$ cat src/hw/rtl/ole_pkg.sv
// Shared types and constants for the ordered list engine.
// No dependencies; used by ordered_list_engine_unit.
`default_nettype none

package ole_pkg;

   localparam int CAPACITY = 16;
   localparam int IDX_W    = (CAPACITY > 1) ? $clog2(CAPACITY) : 1;
   localparam int CNT_W    = $clog2(CAPACITY + 1);
   localparam int DATA_W   = 32;

   localparam logic [CNT_W-1:0] FULL_COUNT = CNT_W'(CAPACITY);

   typedef enum logic [2:0] {
      OP_FRONT  = 3'd0,
      OP_BACK   = 3'd1,
      OP_FIND_EQ = 3'd2,
      OP_FIND_GT = 3'd3,
      OP_INSERT = 3'd4,
      OP_TAKE   = 3'd5,
      OP_REMOVE = 3'd6,
      OP_CLEAR  = 3'd7
   } opcode_type;

   typedef enum logic [2:0] {
      ST_OK       = 3'd0,
      ST_EMPTY    = 3'd1,
      ST_RANGE    = 3'd2,
      ST_NOTFOUND = 3'd3,
      ST_FULL     = 3'd4
   } status_type;

endpackage

`default_nettype wire

$ cat src/hw/rtl/ole_ram.sv
// Generic single-write, single-read RAM with a registered read port.
// No dependencies; the contents are undefined until written.
`default_nettype none

module ole_ram #(
   parameter int WIDTH = 32,
   parameter int DEPTH = 16
) (
   input  wire logic                     clock,
   input  wire logic                     wr_en,
   input  wire logic [$clog2(DEPTH)-1:0] wr_addr,
   input  wire logic [WIDTH-1:0]         wr_data,
   input  wire logic [$clog2(DEPTH)-1:0] rd_addr,
   output logic      [WIDTH-1:0]         rd_data
);

   logic [WIDTH-1:0] mem_ff [DEPTH];

   always_ff @(posedge clock) begin
      if (wr_en) begin
         mem_ff[wr_addr] <= wr_data;
      end
      rd_data <= mem_ff[rd_addr];
   end

endmodule

`default_nettype wire

$ cat src/hw/rtl/ordered_list_engine_unit.sv
// Ordered list engine: a bounded dense list of signed 32-bit entries.
// Depends on ole_pkg and the ole_ram storage module.
`default_nettype none

// The engine keeps up to ole_pkg::CAPACITY signed entries in a small RAM plus
// a count, and serves one request transaction at a time, returning exactly one
// response transaction per request. All work goes through the single RAM port
// pair, one entry per cycle: a search reads entries from index 0 upward until
// a hit or the end of the list; an add at the front or an insert at index p
// moves every entry from p upward one place; a take or remove at index p moves
// the entries above p down; an add at the back, a clear, and any refused
// request need no walk over the RAM. A new request is taken while the
// previous response still waits in the output register; the engine stalls
// only when a second response is ready before the first has been taken.
// Entries above the count are never read, so the RAM needs no clearing after
// reset.
module ordered_list_engine_unit (
   input  wire logic               clock,
   input  wire logic               reset,
   input  wire logic               req_valid,
   output logic                    req_ready,
   input  wire logic        [2:0]  req_opcode,
   input  wire logic signed [31:0] req_value,
   input  wire logic        [7:0]  req_position,
   output logic                    rsp_valid,
   input  wire logic               rsp_ready,
   output logic             [2:0]  rsp_status,
   output logic             [7:0]  rsp_found_index,
   output logic signed      [31:0] rsp_taken_value,
   output logic                    rsp_is_empty,
   output logic             [8:0]  rsp_entry_count
);

   typedef enum logic [2:0] {
      S_IDLE,
      S_SHIFT_UP,
      S_FILL,
      S_SEARCH,
      S_TAKE,
      S_SHIFT_DN,
      S_DONE
   } state_type;

   state_type                          state_ff, state_in;
   ole_pkg::opcode_type                op_ff, op_in;
   logic signed [ole_pkg::DATA_W-1:0]  value_ff, value_in;
   logic [ole_pkg::IDX_W-1:0]          pos_ff, pos_in;
   logic [ole_pkg::IDX_W-1:0]          cur_ff, cur_in;
   logic [ole_pkg::CNT_W-1:0]          count_ff, count_in;
   ole_pkg::status_type                status_ff, status_in;
   logic [ole_pkg::IDX_W-1:0]          found_ff, found_in;
   logic signed [ole_pkg::DATA_W-1:0]  taken_ff, taken_in;

   logic                               rsp_valid_ff, rsp_valid_in;
   logic [2:0]                         rsp_status_ff, rsp_status_in;
   logic [7:0]                         rsp_found_index_ff, rsp_found_index_in;
   logic signed [31:0]                 rsp_taken_value_ff, rsp_taken_value_in;
   logic                               rsp_is_empty_ff, rsp_is_empty_in;
   logic [8:0]                         rsp_entry_count_ff, rsp_entry_count_in;

   logic                               wr_en;
   logic [ole_pkg::IDX_W-1:0]          wr_addr;
   logic [ole_pkg::DATA_W-1:0]         wr_data;
   logic [ole_pkg::IDX_W-1:0]          rd_addr;
   logic [ole_pkg::DATA_W-1:0]         rd_data;

   ole_pkg::opcode_type                req_op;
   logic                               list_empty;
   logic                               list_full;
   logic                               pos_in_range;
   logic [ole_pkg::IDX_W-1:0]          cnt_idx;
   logic                               hit;

   ole_ram #(
      .WIDTH(ole_pkg::DATA_W),
      .DEPTH(ole_pkg::CAPACITY)
   ) u_entries (
      .clock  (clock),
      .wr_en  (wr_en),
      .wr_addr(wr_addr),
      .wr_data(wr_data),
      .rd_addr(rd_addr),
      .rd_data(rd_data)
   );

   assign req_op       = ole_pkg::opcode_type'(req_opcode);
   assign list_empty   = (count_ff == '0);
   assign list_full    = (count_ff == ole_pkg::FULL_COUNT);
   assign pos_in_range = (9'(req_position) < 9'(count_ff));
   // Only used where the list is not full, so the count fits an index.
   assign cnt_idx      = count_ff[ole_pkg::IDX_W-1:0];

   // The search compare: equality or strictly greater, both signed.
   assign hit = (op_ff == ole_pkg::OP_FIND_EQ) ? ($signed(rd_data) == value_ff)
                                                : ($signed(rd_data) > value_ff);

   assign req_ready = (state_ff == S_IDLE);

   always_comb begin
      state_in  = state_ff;
      op_in     = op_ff;
      value_in  = value_ff;
      pos_in    = pos_ff;
      cur_in    = cur_ff;
      count_in  = count_ff;
      status_in = status_ff;
      found_in  = found_ff;
      taken_in  = taken_ff;

      rsp_valid_in       = rsp_valid_ff && !rsp_ready;
      rsp_status_in      = rsp_status_ff;
      rsp_found_index_in = rsp_found_index_ff;
      rsp_taken_value_in = rsp_taken_value_ff;
      rsp_is_empty_in    = rsp_is_empty_ff;
      rsp_entry_count_in = rsp_entry_count_ff;

      wr_en   = 1'b0;
      wr_addr = '0;
      wr_data = value_ff;
      rd_addr = '0;

      unique case (state_ff)
         S_IDLE: begin
            if (req_valid) begin
               op_in     = req_op;
               value_in  = req_value;
               pos_in    = '0;
               found_in  = '0;
               taken_in  = '0;
               status_in = ole_pkg::ST_OK;
               state_in  = S_DONE;
               unique case (req_op)
                  ole_pkg::OP_FRONT, ole_pkg::OP_BACK: begin
                     if (list_full) begin
                        status_in = ole_pkg::ST_FULL;
                     end else if (req_op == ole_pkg::OP_BACK || list_empty) begin
                        // Appending needs no moves: write at the count directly.
                        wr_en    = 1'b1;
                        wr_addr  = cnt_idx;
                        wr_data  = req_value;
                        count_in = count_ff + 1'b1;
                     end else begin
                        rd_addr  = cnt_idx - 1'b1;
                        cur_in   = cnt_idx;
                        state_in = S_SHIFT_UP;
                     end
                  end
                  ole_pkg::OP_FIND_EQ, ole_pkg::OP_FIND_GT: begin
                     if (list_empty) begin
                        status_in = ole_pkg::ST_EMPTY;
                     end else begin
                        status_in = ole_pkg::ST_NOTFOUND;
                        rd_addr   = '0;
                        cur_in    = '0;
                        state_in  = S_SEARCH;
                     end
                  end
                  ole_pkg::OP_INSERT: begin
                     if (list_empty) begin
                        status_in = ole_pkg::ST_EMPTY;
                     end else if (!pos_in_range) begin
                        status_in = ole_pkg::ST_RANGE;
                     end else if (list_full) begin
                        status_in = ole_pkg::ST_FULL;
                     end else begin
                        pos_in   = req_position[ole_pkg::IDX_W-1:0];
                        rd_addr  = cnt_idx - 1'b1;
                        cur_in   = cnt_idx;
                        state_in = S_SHIFT_UP;
                     end
                  end
                  ole_pkg::OP_TAKE, ole_pkg::OP_REMOVE: begin
                     if (list_empty) begin
                        status_in = ole_pkg::ST_EMPTY;
                     end else if (!pos_in_range) begin
                        status_in = ole_pkg::ST_RANGE;
                     end else begin
                        pos_in   = req_position[ole_pkg::IDX_W-1:0];
                        rd_addr  = req_position[ole_pkg::IDX_W-1:0];
                        state_in = S_TAKE;
                     end
                  end
                  ole_pkg::OP_CLEAR: begin
                     if (list_empty) begin
                        status_in = ole_pkg::ST_EMPTY;
                     end else begin
                        count_in = '0;
                     end
                  end
               endcase
            end
         end

         // Moves entry cur-1 to cur, walking down toward the gap position.
         S_SHIFT_UP: begin
            wr_en   = 1'b1;
            wr_addr = cur_ff;
            wr_data = rd_data;
            if (cur_ff - 1'b1 == pos_ff) begin
               state_in = S_FILL;
            end else begin
               rd_addr = cur_ff - 2'd2;
               cur_in  = cur_ff - 1'b1;
            end
         end

         S_FILL: begin
            wr_en    = 1'b1;
            wr_addr  = pos_ff;
            wr_data  = value_ff;
            count_in = count_ff + 1'b1;
            state_in = S_DONE;
         end

         S_SEARCH: begin
            if (hit) begin
               status_in = ole_pkg::ST_OK;
               found_in  = cur_ff;
               state_in  = S_DONE;
            end else if (ole_pkg::CNT_W'(cur_ff) + 1'b1 == count_ff) begin
               state_in = S_DONE;
            end else begin
               rd_addr = cur_ff + 1'b1;
               cur_in  = cur_ff + 1'b1;
            end
         end

         S_TAKE: begin
            if (op_ff == ole_pkg::OP_TAKE) begin
               taken_in = $signed(rd_data);
            end
            if (ole_pkg::CNT_W'(pos_ff) + 1'b1 == count_ff) begin
               count_in = count_ff - 1'b1;
               state_in = S_DONE;
            end else begin
               rd_addr  = pos_ff + 1'b1;
               cur_in   = pos_ff;
               state_in = S_SHIFT_DN;
            end
         end

         // Moves entry cur+1 to cur, walking up toward the end of the list.
         S_SHIFT_DN: begin
            wr_en   = 1'b1;
            wr_addr = cur_ff;
            wr_data = rd_data;
            if (ole_pkg::CNT_W'(cur_ff) + 2'd2 == count_ff) begin
               count_in = count_ff - 1'b1;
               state_in = S_DONE;
            end else begin
               rd_addr = cur_ff + 2'd2;
               cur_in  = cur_ff + 1'b1;
            end
         end

         // Hands the result to the output register once it is free.
         S_DONE: begin
            if (!rsp_valid_ff || rsp_ready) begin
               rsp_valid_in       = 1'b1;
               rsp_status_in      = status_ff;
               rsp_found_index_in = 8'(found_ff);
               rsp_taken_value_in = taken_ff;
               rsp_is_empty_in    = (count_ff == '0);
               rsp_entry_count_in = 9'(count_ff);
               state_in           = S_IDLE;
            end
         end
      endcase
   end

   always_ff @(posedge clock) begin
      if (reset) begin
         state_ff     <= S_IDLE;
         count_ff     <= '0;
         rsp_valid_ff <= 1'b0;
      end else begin
         state_ff     <= state_in;
         count_ff     <= count_in;
         rsp_valid_ff <= rsp_valid_in;
      end
      op_ff              <= op_in;
      value_ff           <= value_in;
      pos_ff             <= pos_in;
      cur_ff             <= cur_in;
      status_ff          <= status_in;
      found_ff           <= found_in;
      taken_ff           <= taken_in;
      rsp_status_ff      <= rsp_status_in;
      rsp_found_index_ff <= rsp_found_index_in;
      rsp_taken_value_ff <= rsp_taken_value_in;
      rsp_is_empty_ff    <= rsp_is_empty_in;
      rsp_entry_count_ff <= rsp_entry_count_in;
   end

   assign rsp_valid       = rsp_valid_ff;
   assign rsp_status      = rsp_status_ff;
   assign rsp_found_index = rsp_found_index_ff;
   assign rsp_taken_value = rsp_taken_value_ff;
   assign rsp_is_empty    = rsp_is_empty_ff;
   assign rsp_entry_count = rsp_entry_count_ff;

   // The count never grows past the capacity of the storage.
   a_count_bounded: assert property (@(posedge clock) disable iff (reset)
      count_ff <= ole_pkg::FULL_COUNT)
      else $error("entry count exceeds capacity");

   // An accepted request always leaves the engine busy in the next cycle.
   a_busy_after_accept: assert property (@(posedge clock) disable iff (reset)
      (req_valid && req_ready) |=> !req_ready)
      else $error("engine ready right after accepting a request");

   // Opening a gap never writes at or below the insert position.
   a_shift_up_above_gap: assert property (@(posedge clock) disable iff (reset)
      (state_ff == S_SHIFT_UP) |-> (wr_en && wr_addr > pos_ff))
      else $error("gap shift wrote at or below the insert position");

   // A new response appears only when the engine finishes a request.
   a_rsp_from_done: assert property (@(posedge clock) disable iff (reset)
      (rsp_valid && !$past(rsp_valid && !rsp_ready)) |-> $past(state_ff == S_DONE))
      else $error("response appeared without a finished request");

endmodule

`default_nettype wire
$ cat config.mk
export PLATFORM = sky130hd
export DESIGN_NAME = ordered_list_engine_unit
export DESIGN_NICKNAME = d
export VERILOG_FILES = /design/src/hw/rtl/ole_pkg.sv /design/src/hw/rtl/ole_ram.sv /design/src/hw/rtl/ordered_list_engine_unit.sv
export SDC_FILE = /design/constraint.sdc
export NUM_CORES = 1
export LEC_CHECK = 0
export BUFFER_PORTS_ARGS = -buffer_cell sky130_fd_sc_hd__buf_2
export CAP_MARGIN = 30
export CORE_MARGIN = 5
export CORE_UTILIZATION = 45
export CTS_BUF_LIST = sky130_fd_sc_hd__clkbuf_4 sky130_fd_sc_hd__clkbuf_8
export CTS_CLUSTER_DIAMETER = 200
export DETAILED_ROUTE_END_ITERATION = 10
export HOLD_SLACK_MARGIN = 0.1
export PLACE_DENSITY = 0.69
export RECOVER_POWER = 50
export SYNTH_ARGS = -nofsm -noshare
export SYNTH_HDL_FRONTEND = slang
export SYNTH_SLANG_ARGS = --single-unit
$ cat constraint.sdc
create_clock -name clock -period 7.5 [get_ports clock]
set_input_delay 0.75 -clock clock [delete_from_list [all_inputs] [get_ports clock]]
set_output_delay 0.75 -clock clock [all_outputs]
set_load 0.01 [all_outputs]
=== After elaboration in Yosys (flattened, before gate mapping) ===
Memory sizes are Yosys's and may differ from the RTL's. A register that Yosys moved wholly into a read port is not among the register bits.
Index checks and enable logic that the tools add are counted.

* Register bits after elaboration: 136
* Bits in writable memories: 512
* Input port bits: 47
* Output and inout bits: 55
* Logic and storage cells: 192
* Memories: 1

* Add/sub/neg operators: 11
* Order comparisons: 2
* Eq/ne operators: 44
* Multiplexer cells: 95
* Reduce and logical (&&, ||, !) cells: 24

{| class="wikitable"
|+ Memory list
! name !! depth !! width !! read ports !! clocked after memory_dff !! wr ports !! line !! RTL
|-
| u_entries.mem_ff || 16 || 32 || 1 || 1 || 1 || ole_ram.sv:17 || <nowiki>logic [WIDTH-1:0] mem_ff [DEPTH];</nowiki>
|}

{| class="wikitable"
|+ Operators with widths
! kind !! count
|-
| $mux W32 || 6
|-
| $mux W4 || 34
|-
| $pmux W32 S2 || 2
|-
| $mux W3 || 17
|-
| $pmux W4 S5 || 2
|-
| $pmux W4 S3 || 3
|-
| $eq A32 B32 Y1 || 1
|-
| $gt A32 B32 Y1 || 1
|-
| $mux W5 || 6
|-
| $ne A3 B3 Y1 const B || 9
|-
| $eq A3 B3 Y1 const B || 8
|-
| $ne A2 B2 Y1 const B || 12
|-
| $pmux W3 S7 || 1
|-
| $pmux W5 S4 || 1
|-
| $pmux W4 S2 || 2
|-
| $eq A3 B2 Y1 const B || 5
|-
| $eq A5 B5 Y1 || 3
|-
| $pmux W3 S5 || 1
|-
| $reduce_and A14 Y1 || 1
|-
| $mux W2 || 6
|-
| $pmux W3 S4 || 1
|-
| $add A4 B1 Y5 const B || 2
|-
| $mux W1 || 10
|-
| $pmux W5 S2 || 1
|-
| 29 further kinds || 41
|}

=== Longest topological paths before layout ===
Gate-level depths: netlist of run 1.

* Depth in word-level cells: 9
* Depth in mapped cells: 19
* Depth with buffers taken out: 12

=== Cells and area by module ===
A second synthesis of run 1 with hierarchy kept.

* Cells, all modules: 1529
* Area, all modules: 27513.9 µm²

{| class="wikitable"
|+ Modules (own cells, without submodules)
! module !! times used !! cells an instance !! area an instance (µm²) !! seq. area each (µm²)
|-
| ole_ram || 1 || 838 || 19835.3 || 16015.4
|-
| ordered_list_engine_unit || 1 || 691 || 7678.6 || 3993.8
|}

=== Least setup slack after synthesis of run 1 ===
No wires, ideal clock.

* Kind: register to register
* Start point: reg state_ff[1]
* End point: reg rsp_entry_count_ff[0], in the netlist rsp_entry_count[0] (enable)
* Setup time: 503 ps
* Arrival time: 3907 ps
* Path slack: 3090 ps
* Stages on the path, launching flop included: 4
* Path buffers: 1
* Period minus slack after synthesis: 4410 ps
* Cell sequence: dfxtp_1 clkbuf_1 nand2_1 nor3_1

* Word-level cells in the longest chain between the ends: 2

{| class="wikitable"
|+ RTL lines
! what !! line !! RTL
|-
| start, declared || ordered_list_engine_unit.sv:44 || <nowiki>state_type state_ff, state_in;</nowiki>
|-
| start signal, assigned || ordered_list_engine_unit.sv:277 || <nowiki>state_ff <= state_in;</nowiki>
|-
| $eq A3 B3 Y1 || ordered_list_engine_unit.sv:122 || <nowiki>unique case (state_ff)</nowiki>
|-
| $reduce_and A2 Y1 (no source line) || n/a ||
|-
| end signal, assigned || ordered_list_engine_unit.sv:292 || <nowiki>rsp_entry_count_ff <= rsp_entry_count_in;</nowiki>
|-
| end, declared || ordered_list_engine_unit.sv:59 || <nowiki>logic [8:0] rsp_entry_count_ff, rsp_entry_count_in;</nowiki>
|}

No other way between the ends.
A chain may end at the register's enable or synchronous reset.

=== Worst setup path after layout of run 1 ===
* Start point: reg u_entries.rd_data[15], read port of u_entries.mem_ff
* End point: reg u_entries.rd_data[25], read port of u_entries.mem_ff

* Word-level cells in the longest chain between the ends: 4
* Elaborated cells between the ends (all ways): 5

{| class="wikitable"
|+ RTL lines
! what !! line !! RTL
|-
| start, declared || ole_ram.sv:14 || <nowiki>output logic [WIDTH-1:0] rd_data</nowiki>
|-
| $gt A32 B32 Y1 or $eq A32 B32 Y1 (tied branches) || ordered_list_engine_unit.sv:95, ordered_list_engine_unit.sv:94 ||
|-
| $mux W1 * || ordered_list_engine_unit.sv:94 || <nowiki>assign hit = (op_ff == ole_pkg::OP_FIND_EQ) ? ($signed(rd_data) == value_ff)</nowiki>
|-
| $mux W4 * || ordered_list_engine_unit.sv:216 || <nowiki>if (hit) begin</nowiki>
|-
| $pmux W4 S5 * || ordered_list_engine_unit.sv:122 ||
|}

Every way passes the cells marked *; elsewhere a longest branch is shown, timed or not.

==> flow_metrics.tcl, run 1 <==
set metrics [dict create \
    status "finished, violations left" \
    violations "max-capacitance violations, max-slew violations" \
    required_ns 8.10 \
    dr_total_vias 24000 \
    cp.arrival_ns 6.86 \
    final.setup.tns_ns 0 \
    start_util_pct 45.5 \
    synth_edf_count 639 \
    power.density_nw_per_um2 488 \
    synth_fa_ha_area_share_pct 1.76 \
    nets 2770 \
    power.leakage_nw 12.3 \
    synth_cell_types 81 \
    synthSimpleGateAreaFrac_pct 11.0 \
    ctsHoldBuffers 0 \
    rsz0062_at_grt "false" \
    tritoncts "done" \
    seq_area_frac_synth_pct 62.7 \
    grt_max_degree 206 \
    htreeDepth 3 \
    hold_class "in -> reg" \
    maxCapViolCount 4 \
    finalSetupViolations 0 \
    grt_first_pass_wirelength_um 137000 \
    startpoint_type "flop" \
    synthTopCellsByArea "edfxtp_1, nand2_1, mux2i_1" \
    critPathKind "reg -> reg" \
    peakVddDrop_mv 0.384 \
    drive_gt1_share_pct 10.7 \
    synth-compound-area-share_pct 16.8 \
    synthMuxAreaShare_pct 3.01 \
    postSynthCellCount 2647 \
    numClockSinks 680 \
    synth_seq_cells 680 \
    cts_buffers 104 \
    grt_pass1_vias 22900 \
    netlist.area_leader.share_pct 60.1 \
    vias_per_cell 6.46 \
    synthFlopType "edfxtp_1" \
    path_clk_slew_ns 0.07 \
    finalHoldViolCount 0 \
    yosysTopAreaCell "edfxtp_1" \
    clock_skew_ns 0.0560 \
    max-clock-path-buffers 3 \
    slew_headroom_pct -62.6 \
    drv_slew 151 \
    rows 97 \
    fin_crit_sh_pct 83.5 \
    synth_top_family_by_area "compound AO/OA/AOI/OAI gates" \
    fin_util_pct 50.4 \
    route.detailed.drc 0 \
    cts_setup_buffers 0 \
    clk_latency_ns 0.74 \
    dp.cells 3512 \
    cts_resized 0 \
    synth_most_common_cell "edfxtp_1" \
    wl_um 92200 \
    critPathCaptureType "flop" \
    synthXorXnorAreaFrac_pct 0.846 \
    core_area_um2 70100 \
    syn_area_um2 31900 \
    fin_crit_ns 6.26 \
    io_pins 102 \
    wire_per_inst_um 24.9 \
    io_buffers 93 \
    total_power_mw 17.2 \
    place_congestion 0.893 \
    ctsRootBufferMaster "clkbuf_8" \
    drt-initial-drc-count 3405 \
    antenna_found_initial 2 \
    ys_async_sr_fraction_pct 0 \
    fp.dieW_um 276 \
    syn_avg_cell_area_um2 12.1 \
    crit_fanout 38 \
    holdWs_ns 0.251 \
    syn2layout_area_growth_pct 10.6 \
    tightest_slew_ns 2.44 \
    grtUsageTotal_pct 22.9 \
    grt-ovfl-total 0 \
    dr.pass1.iters 7 \
    dp_hpwl_um 53100 \
    yosysWarnings 0 \
    die_h_um 276 \
    ant_nets 0 \
    synthTopCellsByCount "edfxtp_1, nand2_1, nand3_1" \
    max_freq_mhz 160 \
    dieArea_um2 76400 \
    final_cells 3711 \
]
[critical path, stage by stage (launching register included)]
cell	delay, ns
dfxtp_1	0.43
ha_1	0.36
nand4_1	0.13
nor4_1	0.80
a311o_1	0.35
a311o_1	0.17
o2111ai_1	0.26
nor2_2	0.14
clkbuf_1	1.74
nor2_2	0.55
buf_4	0.42
a221oi_1	0.39
a221oi_2	0.13
a211o_1	0.23
[report_power, final]
part	switching, mW	internal [mW]
clock	1.50	1.76
sequential	0.470	5.48
combinational	5.38	2.65
[cells by family (layout without fill, tap and decap cells)]
group | Yosys count | count (layout)
simple gates | 791 | 791
flops | 680 | 680
compound gates | 727 | 727
mux | 96 | 96
xor+xnor | 26 | 26
fa+ha+maj | 45 | 45
other cells | 1 | 9
buf+inv | 281 | 397
[layout by cell type, fill, tap and decap left out, drive strengths merged, types with 4 or more instances in the layout]
master,count
inv,50
a22oi,74
nand4,9
nand2b,11
a32o,12
a31oi,41
o21ai,110
and3,38
dfxtp,41
nor2b,7
conb,8
o211ai,27
a221oi,90
ha,45
and2,10
a31o,4
a211o,14
a22o,46
nor2,134
bufinv,5
edfxtp,639
o221ai,4
xor2,10
a211oi,41
clkinvlp,4
o22ai,46
xnor2,13
clkbuf,233
mux2i,95
buf,64
a221o,69
nand3,135
a21oi,102
nor3,43
nor4,8
nand2,379
a32oi,26
clkinv,41
[sequential cells by signal, summed over array words and instances (netlist names), 4 cells and up]
signal / count
cur_ff: 4
value_ff: 32
count_ff: 5
found_ff: 4
u_entries.rd_data: 32
taken_ff: 32
u_entries.mem_ff: 512
rsp_entry_count: 5
rsp_taken_value: 32
rsp_found_index: 4
pos_ff: 4
[layer usage]
| metal | global-route usage (%) | vias to the layer above | routed length (µm) |
|---|---|---|---|
| met5 | 0 | - | 0 |
| met4 | 10.1 | 0 | 3680 |
| met3 | 4.67 | 266 | 11000 |
| met2 | 35.2 | 1612 | 41500 |
| met1 | 31.7 | 11700 | 36100 |
| li1 | - | 10400 | - |
[layout make-up]
| type | instances | area (µm²) |
|---|---|---|
| diodes | 1 | 2.50 |
| inverters | 48 | 181 |
| multi-input cells | 1693 | 10900 |
| well taps | 940 | 1180 |
| flip-flops and latches | 680 | 20000 |
| repair buffers | 151 | 837 |
| clock inverters | 52 | 433 |
| fillers | 5965 | 34800 |
| clock buffers | 146 | 1820 |
[worst paths after layout]
| path | startpoint | to | slack (ns) | cells after the start |
|---|---|---|---|---|
| worst min register to register | taken_ff[3] | rsp_taken_value[3] | 0.40 | 0 |
| worst min-delay path | req_value[18] | value_ff[18] | 0.25 | 1 |
| worst max-delay path | u_entries.rd_data[15] | u_entries.rd_data[25] | 1.24 | 13 |
| worst max register to register | u_entries.rd_data[15] | u_entries.rd_data[25] | 1.24 | 13 |
[per-stage QoR]
stage	area, µm²	setup WS, ns
finish	35300	1.24
floorplan	32000	3.09
global placement	33200	2.30
CTS	35500	2.09
global route	35300	0.923
detailed placement	33200	2.13
Note: power is estimated with default switching activity, not from simulation.
==> run 2: changes to the inputs <==
--- a/config.mk
+++ b/config.mk
@@ -5,6 +5,7 @@
 export SDC_FILE = /design/constraint.sdc
 export NUM_CORES = 1
 export LEC_CHECK = 0
+export ABC_AREA = 1
 export BUFFER_PORTS_ARGS = -buffer_cell sky130_fd_sc_hd__buf_2
 export CAP_MARGIN = 30
 export CORE_MARGIN = 5
==> constraint.sdc (replaced) <==
create_clock -name clock -period 6.4 [get_ports clock]
set_input_delay 0.64 -clock clock [delete_from_list [all_inputs] [get_ports clock]]
set_output_delay 0.64 -clock clock [all_outputs]
set_load 0.01 [all_outputs]
==> run 2 against run 1 <==
The run still ends with max-capacitance violations, max-slew violations left. Non-clock buffer count up 12. Hold slack worse by 0.080 ns. Synthesized area down 4.9%. Cell area down 3.6%. Wire length down 16%. Clock power up 9.2%. Flip-flop and latch count unchanged. Die area down 4.7%. Total power down 0.79%. Core utilization up 0.46 points. Clock skew down 0.025 ns. Worst setup slack worse by 0.055 ns. Largest power group is now registers.
==> flow_metrics.tcl, run 2 <==
set metrics [dict create \
    status "finished, violations left" \
    violations "max-capacitance violations, max-slew violations" \
    critical_path.cell_chain "nor2_1 -> nand2_1 -> clkinv_1 -> clkbuf_1 -> nand2_1 -> o21ai_0 -> nand2_1 -> nor2_4 -> buf_4" \
    clock_skew_ns 0.0308 \
    syn_avg_cell_area_um2 10.6 \
    cts_buffers 102 \
    fillers 5793 \
    wl_met2_um 35900 \
    critPathMostFrequentCell "nand2_1" \
    drt-initial-drc-count 2479 \
    io_buffers 93 \
    power.density_nw_per_um2 502 \
    max_stage_delay_ns 1.34 \
    finalHoldViolCount 0 \
    synth_cell_types 46 \
    grt_first_pass_wirelength_um 120000 \
    grtUsageTotal_pct 20.9 \
    cts_setup_buffers 0 \
    yosysTopAreaCell "edfxtp_1" \
    min_from "reset" \
    sw_frac_of_total_pct 40.6 \
    clk_latency_ns 0.71 \
    rows 95 \
    required_ns 6.79 \
    fin_util_pct 50.8 \
    fp.dieW_um 270 \
    dp_hpwl_um 48500 \
    dr.max_layer_used "met4" \
    met1_length_um 32700 \
    rsz0062_at_grt "false" \
    tritoncts "done" \
    ctsRootBufferMaster "clkbuf_8" \
    seq_area_frac_synth_pct 65.9 \
    start_util_pct 45.3 \
    netlist.area_leader.share_pct 63.2 \
    dr_total_vias 21300 \
    route.detailed.drc 0 \
    clkPwrFrac_pct 20.8 \
    synthTopCellsByArea "edfxtp_1, nand3_1, nand2_1" \
    cts_resized 0 \
    numClockSinks 680 \
    grt-ovfl-total 0 \
    synthTopCellsByCount "edfxtp_1, nand3_1, nand2_1" \
    r2r-start "state_ff[0]" \
    syn2layout_area_growth_pct 12.1 \
    seq_power_share_pct 39.6 \
    cp.buffers_inverters 3 \
    critPathKind "reg -> reg" \
    cp_top_family "simple AND/OR/NAND/NOR gates" \
    die_h_um 270 \
    ant_nets 0 \
    dp.cells 3732 \
    cp.arrival_ns 5.61 \
    place_congestion 0.946 \
    ctsHoldBuffers 13 \
    p_comb_share_pct 39.6 \
    drive_gt1_share_pct 8.36 \
    synth_most_common_cell "edfxtp_1" \
    max_freq_mhz 192 \
    startpoint_type "flop" \
    final_cell_mix "edfxtp_1, nand3_1, nand2_1" \
    wl_um 77900 \
    max-clock-path-buffers 3 \
    io_pins 102 \
    core_area_um2 67000 \
    maxCapViolCount 14 \
    finalSetupViolations 0 \
    slowest_stage "clkbuf_1" \
    largest_reg_flops 512 \
    fin_crit_sh_pct 81.5 \
    tightest_slew_ns 2.70 \
    power.leakage_nw 13.8 \
    net-switching-power_mw 6.94 \
    grt_pass1_vias 20300 \
    fin_crit_ns 5.22 \
    synth_seq_cells 680 \
    vias_per_cell 5.40 \
    final.setup.tns_ns 0 \
    grt_max_degree 196 \
    dr.pass1.iters 5 \
    yosysWarnings 0 \
    internal_power_mw 10.2 \
    postSynthCellCount 2861 \
    peakVddDrop_mv 0.483 \
    met3_wirelength_um 7750 \
    final_common_cell "edfxtp_1" \
    antenna_found_initial 1 \
    total_power_mw 17.1 \
    synthFlopType "edfxtp_1" \
    crit_fanout 34 \
    final_area_um2 34100 \
    final_cells 3937 \
    wire_per_inst_um 19.8 \
    hold_class "in -> reg" \
    synth_edf_count 639 \
    cp-startpoint "state_ff[0]" \
    nets 3069 \
    ys_async_sr_fraction_pct 0 \
    largest-register "u_entries.mem_ff" \
    htreeDepth 3 \
    slew_headroom_pct -79.7 \
    drv_slew 342 \
    dieArea_um2 72800 \
    syn_area_um2 30400 \
    critPathCaptureType "flop" \
    path_clk_slew_ns 0.06 \
    postPlaceCellArea_um2 32100 \
]
[run 2: routing by layer]
| metal | global-route usage [%] | vias up |
|---|---|---|
| met5 | 0 | - |
| met4 | 6.42 | 0 |
| met3 | 4.57 | 127 |
| met2 | 32.4 | 1066 |
| met1 | 29.7 | 10100 |
| li1 | - | 9954 |
[run 2: path summary, 6_finish.rpt]
path	to	depth (start not counted)	slack, ns
setup / recovery	u_entries.mem_ff[1][22]	9	1.18
hold / removal	rsp_valid	2	0.17
setup reg to reg	u_entries.mem_ff[1][22]	9	1.18
hold reg to reg	rsp_taken_value[23]	0	0.42
[run 2: worst register-to-register path, delay by kind of cell (launching register included)]
family / cells / cell delay (ns)
AOI/OAI and AO/OA: 1 / 0.55
DFF: 1 / 0.39
buffers and inverters: 3 / 1.82
and+or+nand+nor: 5 / 2.16
[run 2: final cells by class]
| type | instances | area, µm² | area share (%) |
|---|---|---|---|
| antenna | 1 | 2.50 | 0.00735 |
| clock inverter | 47 | 310 | 0.911 |
| timing repair buffer | 163 | 1110 | 3.25 |
| clock buffer | 143 | 1760 | 5.17 |
| tap | 873 | 1090 | 3.21 |
| inverter | 464 | 1750 | 5.12 |
| multi-input combinational | 1566 | 8040 | 23.6 |
| sequential | 680 | 20000 | 58.7 |
[run 2: cells by family (layout without fill, tap and decap cells)]
kind of cell | Yosys count | after routing | share of synthesized area, %
AO/OA/AOI/OAI | 127 | 127 | 2.78
XOR/XNOR | 17 | 17 | 0.490
adder cells (fa/ha/maj) | 45 | 45 | 1.85
buffers and inverters | 622 | 817 | 8.37
flip-flops | 680 | 680 | 65.9
other | 1 | 9 | 0.0123
AND/OR/NAND/NOR | 1369 | 1369 | 20.6
[run 2: metrics by stage]
stage / hold slack [ns] / setup WS (ns)
final: 0.171 / 1.18
after global routing: 0.170 / 0.774
after CTS: 0.102 / 1.69
after detailed placement: 0.405 / 1.61
after global placement: 0.401 / 1.56
after floorplan: 0.400 / 1.63
[run 2: power groups by stage]
stage          clock [mW]  sequential (mW)  combinational (mW)
3_5_place_dp            0             6.81                6.79
2_1_floorplan           0             6.68                4.52
6_report             3.56             6.77                6.77
5_1_grt              3.84             6.84                7.44
4_1_cts              3.63             6.72                6.82
3_3_place_gp            0             6.80                6.65
